**src/rtl/core/lpht_pkg.sv**
```systemverilog
`default_nettype none

package lpht_pkg;

   // Field widths of the request, response and configuration beats.
   localparam int CMD_W    = 2;
   localparam int VALUE_W  = 31;
   localparam int STATUS_W = 2;
   localparam int SLOT_W   = 7;
   localparam int CFG_W    = 8;

   // Default storage depth and the reset value of the size register.
   localparam int DEFAULT_SLOTS = 128;
   localparam logic [CFG_W-1:0] CFG_SIZE_RESET = 8'd128;

   // Command codes.
   localparam logic [CMD_W-1:0] CMD_INSERT = 2'd0;
   localparam logic [CMD_W-1:0] CMD_DELETE = 2'd1;
   localparam logic [CMD_W-1:0] CMD_SEARCH = 2'd2;

   // Status codes.
   localparam logic [STATUS_W-1:0] ST_DONE    = 2'd0;
   localparam logic [STATUS_W-1:0] ST_FULL    = 2'd1;
   localparam logic [STATUS_W-1:0] ST_MISSING = 2'd2;

endpackage

`default_nettype wire

```
**src/rtl/core/lpht_if.sv**
```systemverilog
`default_nettype none

interface lpht_req_if import lpht_pkg::*; ();
   logic               valid;
   logic               ready;
   logic [CMD_W-1:0]   command;
   logic [VALUE_W-1:0] item_value;

   modport source (output valid, output command, output item_value, input ready);
   modport sink   (input valid, input command, input item_value, output ready);
endinterface

interface lpht_rsp_if import lpht_pkg::*; ();
   logic                valid;
   logic                ready;
   logic [STATUS_W-1:0] status;
   logic [SLOT_W-1:0]   slot_index;

   modport source (output valid, output status, output slot_index, input ready);
   modport sink   (input valid, input status, input slot_index, output ready);
endinterface

`default_nettype wire

```
**src/rtl/core/lpht_ram.sv**
```systemverilog
`default_nettype none

// Simple dual-port RAM: one write port, one read port with registered data.
module lpht_ram #(
   parameter int WIDTH = 32,
   parameter int DEPTH = 128
) (
   input  wire logic                     clock,
   input  wire logic                     wr_en,
   input  wire logic [$clog2(DEPTH)-1:0] wr_addr,
   input  wire logic [WIDTH-1:0]         wr_data,
   input  wire logic                     rd_en,
   input  wire logic [$clog2(DEPTH)-1:0] rd_addr,
   output logic      [WIDTH-1:0]         rd_data
);

   logic [WIDTH-1:0] mem_ff [DEPTH];

   always_ff @(posedge clock) begin
      if (wr_en) begin
         mem_ff[wr_addr] <= wr_data;
      end
      if (rd_en) begin
         rd_data <= mem_ff[rd_addr];
      end
   end

endmodule

`default_nettype wire

```
**src/rtl/core/lpht_mod.sv**
```systemverilog
`default_nettype none

// Bit-serial remainder unit: one dividend bit per cycle, restoring form.
// The remainder is valid in the cycle that done is high.
module lpht_mod import lpht_pkg::*; #(
   parameter int DIV_W = 8
) (
   input  wire logic               clock,
   input  wire logic               reset,
   input  wire logic               start,
   input  wire logic [VALUE_W-1:0] dividend,
   input  wire logic [DIV_W-1:0]   divisor,
   output logic                    done,
   output logic      [DIV_W-1:0]   remainder
);

   localparam int STEP_W = $clog2(VALUE_W + 1);

   logic               busy_ff, busy_in;
   logic               done_ff, done_in;
   logic [STEP_W-1:0]  step_ff, step_in;
   logic [VALUE_W-1:0] quo_ff, quo_in;
   logic [DIV_W-1:0]   rem_ff, rem_in;
   logic [DIV_W-1:0]   dvs_ff, dvs_in;
   logic [DIV_W:0]     trial;

   always_comb begin
      busy_in = busy_ff;
      done_in = 1'b0;
      step_in = step_ff;
      quo_in  = quo_ff;
      rem_in  = rem_ff;
      dvs_in  = dvs_ff;
      trial   = {rem_ff, quo_ff[VALUE_W-1]};
      if (start) begin
         busy_in = 1'b1;
         step_in = STEP_W'(VALUE_W);
         quo_in  = dividend;
         rem_in  = '0;
         dvs_in  = divisor;
      end else if (busy_ff) begin
         // The partial remainder stays below the divisor, so one subtract suffices.
         if (trial >= {1'b0, dvs_ff}) begin
            trial = trial - {1'b0, dvs_ff};
         end
         rem_in  = trial[DIV_W-1:0];
         quo_in  = {quo_ff[VALUE_W-2:0], 1'b0};
         step_in = step_ff - 1'b1;
         if (step_ff == STEP_W'(1)) begin
            busy_in = 1'b0;
            done_in = 1'b1;
         end
      end
   end

   always_ff @(posedge clock) begin
      if (reset) begin
         busy_ff <= 1'b0;
         done_ff <= 1'b0;
         step_ff <= '0;
      end else begin
         busy_ff <= busy_in;
         done_ff <= done_in;
         step_ff <= step_in;
      end
      quo_ff <= quo_in;
      rem_ff <= rem_in;
      dvs_ff <= dvs_in;
   end

   assign done      = done_ff;
   assign remainder = rem_ff;

endmodule

`default_nettype wire

```
**src/rtl/core/linear_probe_hash_table.sv**
```systemverilog
`default_nettype none

// Channel   Role      Beat contents
// req_bus   sink      command, item_value
// rsp_bus   source    status, slot_index
// csr_*     write     csr_wr_data (table size, 8 bits)
//
// One request is worked on at a time. From accept to the next accept, the serial
// remainder unit first finds the home slot, then the slot RAM is read once per cycle
// along the probe sequence, which probes from 1 up to the live table size slots. After
// reset a clearing pass walks the slot RAM, and no request is taken until it ends. A
// finished response waits in the output register while the next request is taken; only
// its successor stalls.
module linear_probe_hash_table import lpht_pkg::*; #(
   parameter int TABLE_SLOTS = DEFAULT_SLOTS
) (
   input  wire logic             clock,
   input  wire logic             reset,
   lpht_req_if.sink              req_bus,
   lpht_rsp_if.source            rsp_bus,
   input  wire logic             csr_wr_en,
   input  wire logic [CFG_W-1:0] csr_wr_data
);

   // Index width addresses every slot; count width also holds the slot count itself.
   localparam int IDX_W  = $clog2(TABLE_SLOTS);
   localparam int CNT_W  = $clog2(TABLE_SLOTS + 1);
   localparam int SZ_W   = (CNT_W > CFG_W) ? CNT_W : CFG_W;
   localparam int WORD_W = VALUE_W + 1;

   // Controller states.
   localparam logic [2:0] S_CLEAR  = 3'd0;
   localparam logic [2:0] S_IDLE   = 3'd1;
   localparam logic [2:0] S_DIVIDE = 3'd2;
   localparam logic [2:0] S_PROBE  = 3'd3;
   localparam logic [2:0] S_DONE   = 3'd4;

   logic [2:0]          state_ff, state_in;
   logic [CFG_W-1:0]    csr_size_ff, csr_size_in;
   logic [CNT_W-1:0]    size_ff, size_in;
   logic [CMD_W-1:0]    cmd_ff, cmd_in;
   logic [VALUE_W-1:0]  val_ff, val_in;
   logic [IDX_W-1:0]    clr_idx_ff, clr_idx_in;
   logic [IDX_W-1:0]    issue_idx_ff, issue_idx_in;
   logic [CNT_W-1:0]    issue_cnt_ff, issue_cnt_in;
   logic                chk_vld_ff, chk_vld_in;
   logic                chk_last_ff, chk_last_in;
   logic [IDX_W-1:0]    chk_idx_ff, chk_idx_in;
   logic [STATUS_W-1:0] res_status_ff, res_status_in;
   logic [IDX_W-1:0]    res_slot_ff, res_slot_in;
   logic                rsp_valid_ff, rsp_valid_in;
   logic [STATUS_W-1:0] rsp_status_ff, rsp_status_in;
   logic [SLOT_W-1:0]   rsp_slot_ff, rsp_slot_in;

   logic [SZ_W-1:0]     cfg_wide;
   logic [SZ_W-1:0]     live_wide;
   logic [CNT_W-1:0]    live_size;
   logic                req_take;
   logic                div_start;
   logic                div_done;
   logic [CNT_W-1:0]    div_rem;
   logic [IDX_W:0]      issue_next;
   logic                issuing;
   logic                slot_occ;
   logic                slot_hit;
   logic                probe_end;
   logic [IDX_W+SLOT_W-1:0] slot_ext;

   logic                ram_wr_en;
   logic [IDX_W-1:0]    ram_wr_addr;
   logic [WORD_W-1:0]   ram_wr_data;
   logic                ram_rd_en;
   logic [WORD_W-1:0]   ram_rd_data;

   // Live size: a programmed zero acts as one, anything past the storage saturates.
   always_comb begin
      cfg_wide = SZ_W'(csr_size_ff);
      if (cfg_wide == '0) begin
         live_wide = SZ_W'(1);
      end else if (cfg_wide > SZ_W'(TABLE_SLOTS)) begin
         live_wide = SZ_W'(TABLE_SLOTS);
      end else begin
         live_wide = cfg_wide;
      end
      live_size = live_wide[CNT_W-1:0];
   end

   assign req_bus.ready = (state_ff == S_IDLE);
   assign req_take      = req_bus.valid && req_bus.ready;
   assign div_start     = req_take && (req_bus.command inside {CMD_INSERT, CMD_DELETE,
                                                               CMD_SEARCH});

   // Home slot: item_value modulo the live size.
   lpht_mod #(
      .DIV_W (CNT_W)
   ) u_mod (
      .clock     (clock),
      .reset     (reset),
      .start     (div_start),
      .dividend  (req_bus.item_value),
      .divisor   (live_size),
      .done      (div_done),
      .remainder (div_rem)
   );

   // Each RAM word holds an occupied flag above the stored value.
   lpht_ram #(
      .WIDTH (WORD_W),
      .DEPTH (TABLE_SLOTS)
   ) u_slots (
      .clock   (clock),
      .wr_en   (ram_wr_en),
      .wr_addr (ram_wr_addr),
      .wr_data (ram_wr_data),
      .rd_en   (ram_rd_en),
      .rd_addr (issue_idx_ff),
      .rd_data (ram_rd_data)
   );

   // The check stage looks at the word read in the previous cycle. Insert stops at
   // the first free slot, delete and search at the first occupied slot that matches.
   assign slot_occ = ram_rd_data[VALUE_W];
   always_comb begin
      if (cmd_ff == CMD_INSERT) begin
         slot_hit = !slot_occ;
      end else begin
         slot_hit = slot_occ && (ram_rd_data[VALUE_W-1:0] == val_ff);
      end
   end
   assign probe_end  = chk_vld_ff && (slot_hit || chk_last_ff);
   assign issuing    = (state_ff == S_PROBE) && (issue_cnt_ff != size_ff);
   assign issue_next = {1'b0, issue_idx_ff} + 1'b1;
   assign ram_rd_en  = issuing;

   always_comb begin
      state_in      = state_ff;
      csr_size_in   = csr_size_ff;
      size_in       = size_ff;
      cmd_in        = cmd_ff;
      val_in        = val_ff;
      clr_idx_in    = clr_idx_ff;
      issue_idx_in  = issue_idx_ff;
      issue_cnt_in  = issue_cnt_ff;
      chk_vld_in    = 1'b0;
      chk_last_in   = chk_last_ff;
      chk_idx_in    = chk_idx_ff;
      res_status_in = res_status_ff;
      res_slot_in   = res_slot_ff;
      rsp_valid_in  = rsp_valid_ff && !rsp_bus.ready;
      rsp_status_in = rsp_status_ff;
      rsp_slot_in   = rsp_slot_ff;
      ram_wr_en     = 1'b0;
      ram_wr_addr   = chk_idx_ff;
      ram_wr_data   = {cmd_ff == CMD_INSERT, val_ff};
      slot_ext      = {{SLOT_W{1'b0}}, res_slot_ff};

      if (csr_wr_en) begin
         csr_size_in = csr_wr_data;
      end

      case (state_ff)
         S_CLEAR: begin
            ram_wr_en   = 1'b1;
            ram_wr_addr = clr_idx_ff;
            ram_wr_data = '0;
            clr_idx_in  = clr_idx_ff + 1'b1;
            if (clr_idx_ff == IDX_W'(TABLE_SLOTS - 1)) begin
               state_in = S_IDLE;
            end
         end
         S_IDLE: begin
            // An unused command code is taken and dropped without a response.
            if (div_start) begin
               cmd_in   = req_bus.command;
               val_in   = req_bus.item_value;
               size_in  = live_size;
               state_in = S_DIVIDE;
            end
         end
         S_DIVIDE: begin
            if (div_done) begin
               issue_idx_in = div_rem[IDX_W-1:0];
               issue_cnt_in = '0;
               state_in     = S_PROBE;
            end
         end
         S_PROBE: begin
            if (issuing) begin
               chk_vld_in   = !probe_end;
               chk_last_in  = (issue_cnt_ff == size_ff - 1'b1);
               chk_idx_in   = issue_idx_ff;
               issue_cnt_in = issue_cnt_ff + 1'b1;
               if (issue_next >= (IDX_W+1)'(size_ff)) begin
                  issue_idx_in = '0;
               end else begin
                  issue_idx_in = issue_next[IDX_W-1:0];
               end
            end
            if (probe_end) begin
               state_in = S_DONE;
               if (slot_hit) begin
                  res_status_in = ST_DONE;
                  res_slot_in   = chk_idx_ff;
                  ram_wr_en     = (cmd_ff == CMD_INSERT) || (cmd_ff == CMD_DELETE);
               end else begin
                  res_status_in = (cmd_ff == CMD_INSERT) ? ST_FULL : ST_MISSING;
                  res_slot_in   = '0;
               end
            end
         end
         S_DONE: begin
            if (!rsp_valid_ff || rsp_bus.ready) begin
               rsp_valid_in  = 1'b1;
               rsp_status_in = res_status_ff;
               rsp_slot_in   = slot_ext[SLOT_W-1:0];
               state_in      = S_IDLE;
            end
         end
         default: begin
            state_in = S_IDLE;
         end
      endcase
   end

   always_ff @(posedge clock) begin
      if (reset) begin
         state_ff     <= S_CLEAR;
         csr_size_ff  <= CFG_SIZE_RESET;
         clr_idx_ff   <= '0;
         chk_vld_ff   <= 1'b0;
         rsp_valid_ff <= 1'b0;
      end else begin
         state_ff     <= state_in;
         csr_size_ff  <= csr_size_in;
         clr_idx_ff   <= clr_idx_in;
         chk_vld_ff   <= chk_vld_in;
         rsp_valid_ff <= rsp_valid_in;
      end
      size_ff       <= size_in;
      cmd_ff        <= cmd_in;
      val_ff        <= val_in;
      issue_idx_ff  <= issue_idx_in;
      issue_cnt_ff  <= issue_cnt_in;
      chk_last_ff   <= chk_last_in;
      chk_idx_ff    <= chk_idx_in;
      res_status_ff <= res_status_in;
      res_slot_ff   <= res_slot_in;
      rsp_status_ff <= rsp_status_in;
      rsp_slot_ff   <= rsp_slot_in;
   end

   assign rsp_bus.valid      = rsp_valid_ff;
   assign rsp_bus.status     = rsp_status_ff;
   assign rsp_bus.slot_index = rsp_slot_ff;

   // A word under check only exists while the probe walk is running.
   a_check_in_probe: assert property (@(posedge clock) disable iff (reset)
      chk_vld_ff |-> state_ff == S_PROBE)
      else $error("check stage active outside the probe walk");

   // The remainder unit only finishes while the controller waits for it.
   a_div_done_state: assert property (@(posedge clock) disable iff (reset)
      div_done |-> state_ff == S_DIVIDE)
      else $error("remainder finished outside the divide state");

   // The probe walk never reads more slots than the live size.
   a_issue_bound: assert property (@(posedge clock) disable iff (reset)
      state_ff == S_PROBE |-> issue_cnt_ff <= size_ff)
      else $error("probe walk overran the live size");

   // A failed command reports slot zero.
   a_fail_slot_zero: assert property (@(posedge clock) disable iff (reset)
      (rsp_valid_ff && rsp_status_ff != ST_DONE) |-> rsp_slot_ff == '0)
      else $error("failed command carries a nonzero slot");

endmodule

`default_nettype wire
```
**src/flat_wrapper.sv**
```systemverilog
// flat-port wrapper written by rule: the top's interface ports become plain ports
module linear_probe_hash_table_flat import lpht_pkg::*;
#(
   parameter int TABLE_SLOTS = DEFAULT_SLOTS
)
  (clock, reset, csr_wr_en, csr_wr_data, req_bus_valid, req_bus_command, req_bus_item_value, req_bus_ready, rsp_bus_valid, rsp_bus_status, rsp_bus_slot_index, rsp_bus_ready);
  lpht_req_if req_bus_i ();
  lpht_rsp_if rsp_bus_i ();
  input  wire logic clock;
  input  wire logic reset;
  input  wire logic csr_wr_en;
  input  wire logic [CFG_W-1:0] csr_wr_data;
  input wire logic [$bits(req_bus_i.valid)-1:0] req_bus_valid;
  input wire logic [$bits(req_bus_i.command)-1:0] req_bus_command;
  input wire logic [$bits(req_bus_i.item_value)-1:0] req_bus_item_value;
  output wire logic [$bits(req_bus_i.ready)-1:0] req_bus_ready;
  output wire logic [$bits(rsp_bus_i.valid)-1:0] rsp_bus_valid;
  output wire logic [$bits(rsp_bus_i.status)-1:0] rsp_bus_status;
  output wire logic [$bits(rsp_bus_i.slot_index)-1:0] rsp_bus_slot_index;
  input wire logic [$bits(rsp_bus_i.ready)-1:0] rsp_bus_ready;
  assign req_bus_i.valid = req_bus_valid;
  assign req_bus_i.command = req_bus_command;
  assign req_bus_i.item_value = req_bus_item_value;
  assign req_bus_ready = req_bus_i.ready;
  assign rsp_bus_valid = rsp_bus_i.valid;
  assign rsp_bus_status = rsp_bus_i.status;
  assign rsp_bus_slot_index = rsp_bus_i.slot_index;
  assign rsp_bus_i.ready = rsp_bus_ready;
  linear_probe_hash_table #(.TABLE_SLOTS(TABLE_SLOTS)) u_core (.clock(clock), .reset(reset), .req_bus(req_bus_i), .rsp_bus(rsp_bus_i), .csr_wr_en(csr_wr_en), .csr_wr_data(csr_wr_data));
endmodule
```
**config.mk**
```make
export PLATFORM = sky130hd
export DESIGN_NAME = linear_probe_hash_table_flat
export DESIGN_NICKNAME = d
export VERILOG_FILES = /design/src/rtl/core/lpht_pkg.sv /design/src/rtl/core/lpht_if.sv /design/src/rtl/core/lpht_ram.sv /design/src/rtl/core/lpht_mod.sv /design/src/rtl/core/linear_probe_hash_table.sv /design/src/flat_wrapper.sv
export SDC_FILE = /design/constraint.sdc
export NUM_CORES = 2
export LEC_CHECK = 0
export BUFFER_PORTS_ARGS = -buffer_cell sky130_fd_sc_hd__buf_2
export CAP_MARGIN = 0
export CORE_ASPECT_RATIO = 0.7
export CORE_MARGIN = 1.5
export CORE_UTILIZATION = 45
export CTS_CLUSTER_SIZE = 25
export DETAILED_ROUTE_END_ITERATION = 6
export PLACE_DENSITY_LB_ADDON = 0.25
export SLEW_MARGIN = 25
export SYNTH_ARGS = -nofsm -noshare
export SYNTH_HDL_FRONTEND = slang
export SYNTH_HIERARCHICAL = 1
export SYNTH_SLANG_ARGS = --single-unit
export TNS_END_PERCENT = 20
```
**constraint.sdc**
```tcl
create_clock -name clock -period 9.9 [get_ports clock]
set_clock_uncertainty 0.1 [all_clocks]
set_input_delay 1.98 -clock clock [delete_from_list [all_inputs] [get_ports clock]]
set_output_delay 1.98 -clock clock [all_outputs]
set_load 0.005 [all_outputs]
```
==> impl_results.html <==
<table>
<tr><th>Metric</th><th>Value</th></tr>
<tr><th colspan="2">STA</th></tr>
<tr><td>Tmin final</td><td>5670 ps</td></tr>
<tr><td>Final Hold Viols</td><td>0</td></tr>
<tr><td>Max Transition Viols Final</td><td>0</td></tr>
<tr><td>Final setup viols</td><td>0</td></tr>
<tr><td>Post-route clock period utilization</td><td>57.2%</td></tr>
<tr><td>Worst max-slew margin expressed relative to the limit</td><td>16.5%</td></tr>
<tr><td>Transition time at the pin with the least slew margin</td><td>1250 ps</td></tr>
<tr><td>Achievable frequency</td><td>176 MHz</td></tr>
<tr><td>Total negative slack for setup checks</td><td>0 ps</td></tr>
<tr><td>RSZ-0062 raised after global routing</td><td>false</td></tr>
<tr><th colspan="2">Drt</th></tr>
<tr><td>DRT iter0 DRCs</td><td>10.8k</td></tr>
<tr><td>Avg WL per Cell</td><td>36.5 um</td></tr>
<tr><td>Number of iterations in the first detailed-routing pass</td><td>6</td></tr>
<tr><td>Via/cell ratio</td><td>6.20</td></tr>
<tr><td>Vias post-DR</td><td>75.7k</td></tr>
<tr><td>DRC violation count after routing</td><td>0</td></tr>
<tr><td>Routed Antenna Nets</td><td>0</td></tr>
<tr><td>Final WL</td><td>445000 um</td></tr>
<tr><th colspan="2">Clock tree</th></tr>
<tr><td># resized after CTS</td><td>0</td></tr>
<tr><td>Clk sinks</td><td>4284</td></tr>
<tr><td>Setup Buffers After CTS</td><td>0</td></tr>
<tr><td>Maximum root-to-sink buffer count</td><td>4</td></tr>
<tr><td>Clock latency reported for the late side of the worst-skew pair</td><td>960 ps</td></tr>
<tr><td>Master cell of the clock root buffer</td><td>sky130_fd_sc_hd__clkbuf_16</td></tr>
<tr><td>Clock-pin slew of the registers on the worst-case setup and hold paths</td><td>70 ps</td></tr>
<tr><td>Clock buffers created by TritonCTS</td><td>401</td></tr>
<tr><td>Hold buffer count at CTS</td><td>0</td></tr>
<tr><td>H-tree depth</td><td>5</td></tr>
<tr><td>Clock tree from TritonCTS</td><td>done</td></tr>
<tr><th colspan="2">Global routing</th></tr>
<tr><td>Wire length of the first global-routing pass</td><td>611000 um</td></tr>
<tr><td>Largest net degree at the start of global routing</td><td>150</td></tr>
<tr><td>All-Layer GR Usage</td><td>24.0%</td></tr>
<tr><td>Antenna violations before repair</td><td>86</td></tr>
<tr><td>Via count of the first global-routing pass</td><td>74.4k</td></tr>
<tr><td>Total grt overflow</td><td>0</td></tr>
<tr><th colspan="2">Synthesis</th></tr>
<tr><td>Area share of the leading cell type in the synthesized netlist</td><td>77.7%</td></tr>
<tr><td>Cell with the most instances after synthesis</td><td>sky130_fd_sc_hd__edfxtp_1</td></tr>
<tr><td>Number of flops mapped to enable cells by yosys</td><td>4249</td></tr>
<tr><td>Share of async-settable or async-resettable flops after synthesis</td><td>0%</td></tr>
<tr><td>Leading register cell type out of synthesis</td><td>sky130_fd_sc_hd__edfxtp_1</td></tr>
<tr><td>Post-Syn Area</td><td>164000 um2</td></tr>
<tr><td>Proportion of synthesized chip area in sequential cells</td><td>78.1%</td></tr>
<tr><td>Post-synthesis area per instance</td><td>24.8 um2</td></tr>
<tr><td>Top cells by area, synth</td><td>sky130_fd_sc_hd__edfxtp_1, sky130_fd_sc_hd__mux4_2, sky130_fd_sc_hd__mux2_2</td></tr>
<tr><td>Number of distinct library cells after synthesis</td><td>62</td></tr>
<tr><td>Top cell types by occurrence after synthesis</td><td>sky130_fd_sc_hd__edfxtp_1, sky130_fd_sc_hd__mux4_2, sky130_fd_sc_hd__clkbuf_1, sky130_fd_sc_hd__nor2_1, sky130_fd_sc_hd__buf_2</td></tr>
<tr><td>Leading area contributor after synthesis</td><td>sky130_fd_sc_hd__edfxtp_1</td></tr>
<tr><td>Register bit total from synthesis</td><td>4284</td></tr>
<tr><td>Syn. warnings</td><td>6</td></tr>
<tr><td>Synthesized Nets</td><td>6681</td></tr>
<tr><td>Post-Synthesis Cells</td><td>6612</td></tr>
<tr><th colspan="2">Setup path</th></tr>
<tr><td>Startpoint Class</td><td>flip-flop</td></tr>
<tr><td>Data arrival time at the worst-slack endpoint</td><td>6100 ps</td></tr>
<tr><td>Category of the most critical setup path</td><td>reg -&gt; reg</td></tr>
<tr><td>Highest net fanout along the worst path</td><td>32</td></tr>
<tr><td>Nature of the critical path endpoint</td><td>flip-flop</td></tr>
<tr><td>Worst path required time</td><td>10340 ps</td></tr>
<tr><th colspan="2">Die</th></tr>
<tr><td>Initial Utilization</td><td>45.2%</td></tr>
<tr><td>Die Span X</td><td>725 um</td></tr>
<tr><td>Area of the die</td><td>369000 um2</td></tr>
<tr><td>Vert. Die Dim</td><td>508 um</td></tr>
<tr><td>Total core area</td><td>363000 um2</td></tr>
<tr><td>Number of cell rows</td><td>185</td></tr>
<tr><td>I/O pin count</td><td>57</td></tr>
<tr><th colspan="2">Layout</th></tr>
<tr><td>Number of non-filler instances in the completed layout</td><td>12.2k</td></tr>
<tr><td>Synthesis-to-layout area growth</td><td>13.1%</td></tr>
<tr><td>Sequential cell area</td><td>128000 um2</td></tr>
<tr><td>Share of final-layout standard cells stronger than drive strength 1</td><td>33.8%</td></tr>
<tr><td>Final Instance Area</td><td>186000 um2</td></tr>
<tr><td>Utilization of the core after routing</td><td>51.1%</td></tr>
<tr><td>Area of combinational cells with multiple inputs</td><td>35600 um2</td></tr>
<tr><td>Number of fill cells</td><td>27.8k</td></tr>
<tr><td>Count of nets after finishing</td><td>7052</td></tr>
<tr><th colspan="2">Power and ir drop</th></tr>
<tr><td>Worst IR drop on VDD</td><td>142 uV</td></tr>
<tr><td>Pwr/cell area</td><td>190 nW/um2</td></tr>
<tr><td>Leak pwr</td><td>0.0541 uW</td></tr>
<tr><th colspan="2">Place</th></tr>
<tr><td>Number of buffer cells added on primary ports</td><td>56</td></tr>
<tr><td>Half-perimeter wire length of the detailed placement result</td><td>252000 um</td></tr>
<tr><td>Global placement routability congestion</td><td>0.848</td></tr>
<tr><td>Area after DPL</td><td>173000 um2</td></tr>
<tr><td>Number of instances in the placed design</td><td>11.4k</td></tr>
<tr><th colspan="2">Job</th></tr>
<tr><td>Maximum Capacitance Violations</td><td>0</td></tr>
<tr><th colspan="2">Hold path</th></tr>
<tr><td>Min-delay worst type</td><td>reg -&gt; reg</td></tr>
<tr><th colspan="2">Outcome</th></tr>
<tr><td>Result of the run</td><td>finished, final reports clean</td></tr>
</table>
## routing by layer
layer	track usage, %	part of all wire, %	vias to the layer above
met5	0.436	0.13	-
met4	6.14	2.7	58
met3	10.1	14	648
met2	34.2	43	4036
met1	34.4	40	41500
li1	-	-	29400
## cell usage in the layout (no fill, tap or decap), types with 6 or more instances in the layout
| master | count |
|---|---|
| sky130_fd_sc_hd__nor3_2 | 12 |
| sky130_fd_sc_hd__clkinv_1 | 101 |
| sky130_fd_sc_hd__ha_1 | 22 |
| sky130_fd_sc_hd__clkinv_2 | 78 |
| sky130_fd_sc_hd__clkinvlp_4 | 17 |
| sky130_fd_sc_hd__buf_4 | 217 |
| sky130_fd_sc_hd__mux2_2 | 70 |
| sky130_fd_sc_hd__buf_12 | 24 |
| sky130_fd_sc_hd__inv_1 | 24 |
| sky130_fd_sc_hd__and2_1 | 9 |
| sky130_fd_sc_hd__buf_2 | 56 |
| sky130_fd_sc_hd__bufinv_16 | 42 |
| sky130_fd_sc_hd__nor2_1 | 59 |
| sky130_fd_sc_hd__mux4_2 | 1344 |
| sky130_fd_sc_hd__xor2_1 | 45 |
| sky130_fd_sc_hd__a21o_1 | 6 |
| sky130_fd_sc_hd__o21a_1 | 7 |
| sky130_fd_sc_hd__nor4_1 | 12 |
| sky130_fd_sc_hd__nand3_1 | 18 |
| sky130_fd_sc_hd__a21oi_1 | 12 |
| sky130_fd_sc_hd__edfxtp_1 | 4249 |
| sky130_fd_sc_hd__nor2b_4 | 32 |
| sky130_fd_sc_hd__nand2_1 | 38 |
| sky130_fd_sc_hd__mux2i_1 | 13 |
| sky130_fd_sc_hd__o21ai_0 | 15 |
| sky130_fd_sc_hd__diode_2 | 28 |
| sky130_fd_sc_hd__xnor2_1 | 22 |
| sky130_fd_sc_hd__nor2_4 | 119 |
| sky130_fd_sc_hd__nand4_1 | 10 |
| sky130_fd_sc_hd__dfxtp_1 | 35 |
| sky130_fd_sc_hd__or3_1 | 6 |
| sky130_fd_sc_hd__clkbuf_1 | 59 |
| sky130_fd_sc_hd__nor2b_1 | 19 |
| sky130_fd_sc_hd__clkbuf_16 | 410 |
## through the flow
stage,hold WS (ps),worst slack (ps),total power (uW)
after CTS,321,4460,35500
after global placement,317,4450,20300
after global routing,331,4130,36200
final,321,4230,35300
after floorplan,300,3140,20200
after detailed placement,305,4460,20300
## kinds of logic (layout without fill, tap and decap cells)
logic type | Yosys count | after routing | share of synthesized area [%]
simple gates | 375 | 375 | 1.10
xor+xnor | 68 | 68 | 0.367
compound gates | 69 | 69 | 0.289
other cells | 0 | 28 | 0
fa+ha+maj | 23 | 23 | 0.180
buf+inv | 366 | 1058 | 0.924
flops | 4284 | 4284 | 78.1
mux | 1427 | 1427 | 19.0
## report_power, final
group          switching (uW)  internal, uW
Combinational             139          54.3
Clock                    6730          8670
Sequential               18.5         19700
## worst max-delay path: stages (launching register included)
cell and delay, ps:
sky130_fd_sc_hd__edfxtp_1 650, sky130_fd_sc_hd__xor2_1 260, sky130_fd_sc_hd__nor4_1 700, sky130_fd_sc_hd__nand4_1 390
sky130_fd_sc_hd__o21ai_1 230, sky130_fd_sc_hd__buf_4 200, sky130_fd_sc_hd__a41o_1 600, sky130_fd_sc_hd__nor2b_1 460
sky130_fd_sc_hd__nand2_2 710, sky130_fd_sc_hd__nor2_4 270, sky130_fd_sc_hd__buf_4 610
## area by class of cell
type / instances / share of cell area (%)
sequential: 4284 / 69.1
multi-input combinational: 1962 / 19.2
clock buffer: 469 / 5.65
tap: 4862 / 3.28
timing repair buffer: 309 / 1.40
clock inverter: 255 / 1.30
inverter: 25 / 0.0519
antenna: 28 / 0.0377
## final timing paths
path                                                           endpoint  slack (ps)                                  start  depth (start not counted)
worst min register to register       u_core/rsp_bus.status[1]$_DFFE_PP_         320  u_core/res_status_ff[1]$_SDFFCE_PP0P_                          0
worst max-delay path            u_core/u_slots/mem_ff[42][26]$_DFFE_PP_        4230    u_core/u_slots/rd_data[8]$_DFFE_PP_                         10
worst max register to register  u_core/u_slots/mem_ff[42][26]$_DFFE_PP_        4230    u_core/u_slots/rd_data[8]$_DFFE_PP_                         10
worst min-delay path                 u_core/rsp_bus.status[1]$_DFFE_PP_         320  u_core/res_status_ff[1]$_SDFFCE_PP0P_                          0
## flip-flops by register name (all words and copies together), names as in the netlist, 8 cells and up
signal                  cells
u_core/u_slots/rd_data     32
u_core/size_ff              8
u_core/u_slots/mem_ff    4096
u_core/cfg_wide             8
u_core/val_ff              31
u_core/u_mod/quo_ff        31
u_core/u_mod/remainder      8
u_core/u_mod/dvs_ff         8
u_core/issue_cnt_ff         8
Power figures use the tool's default switching activity.
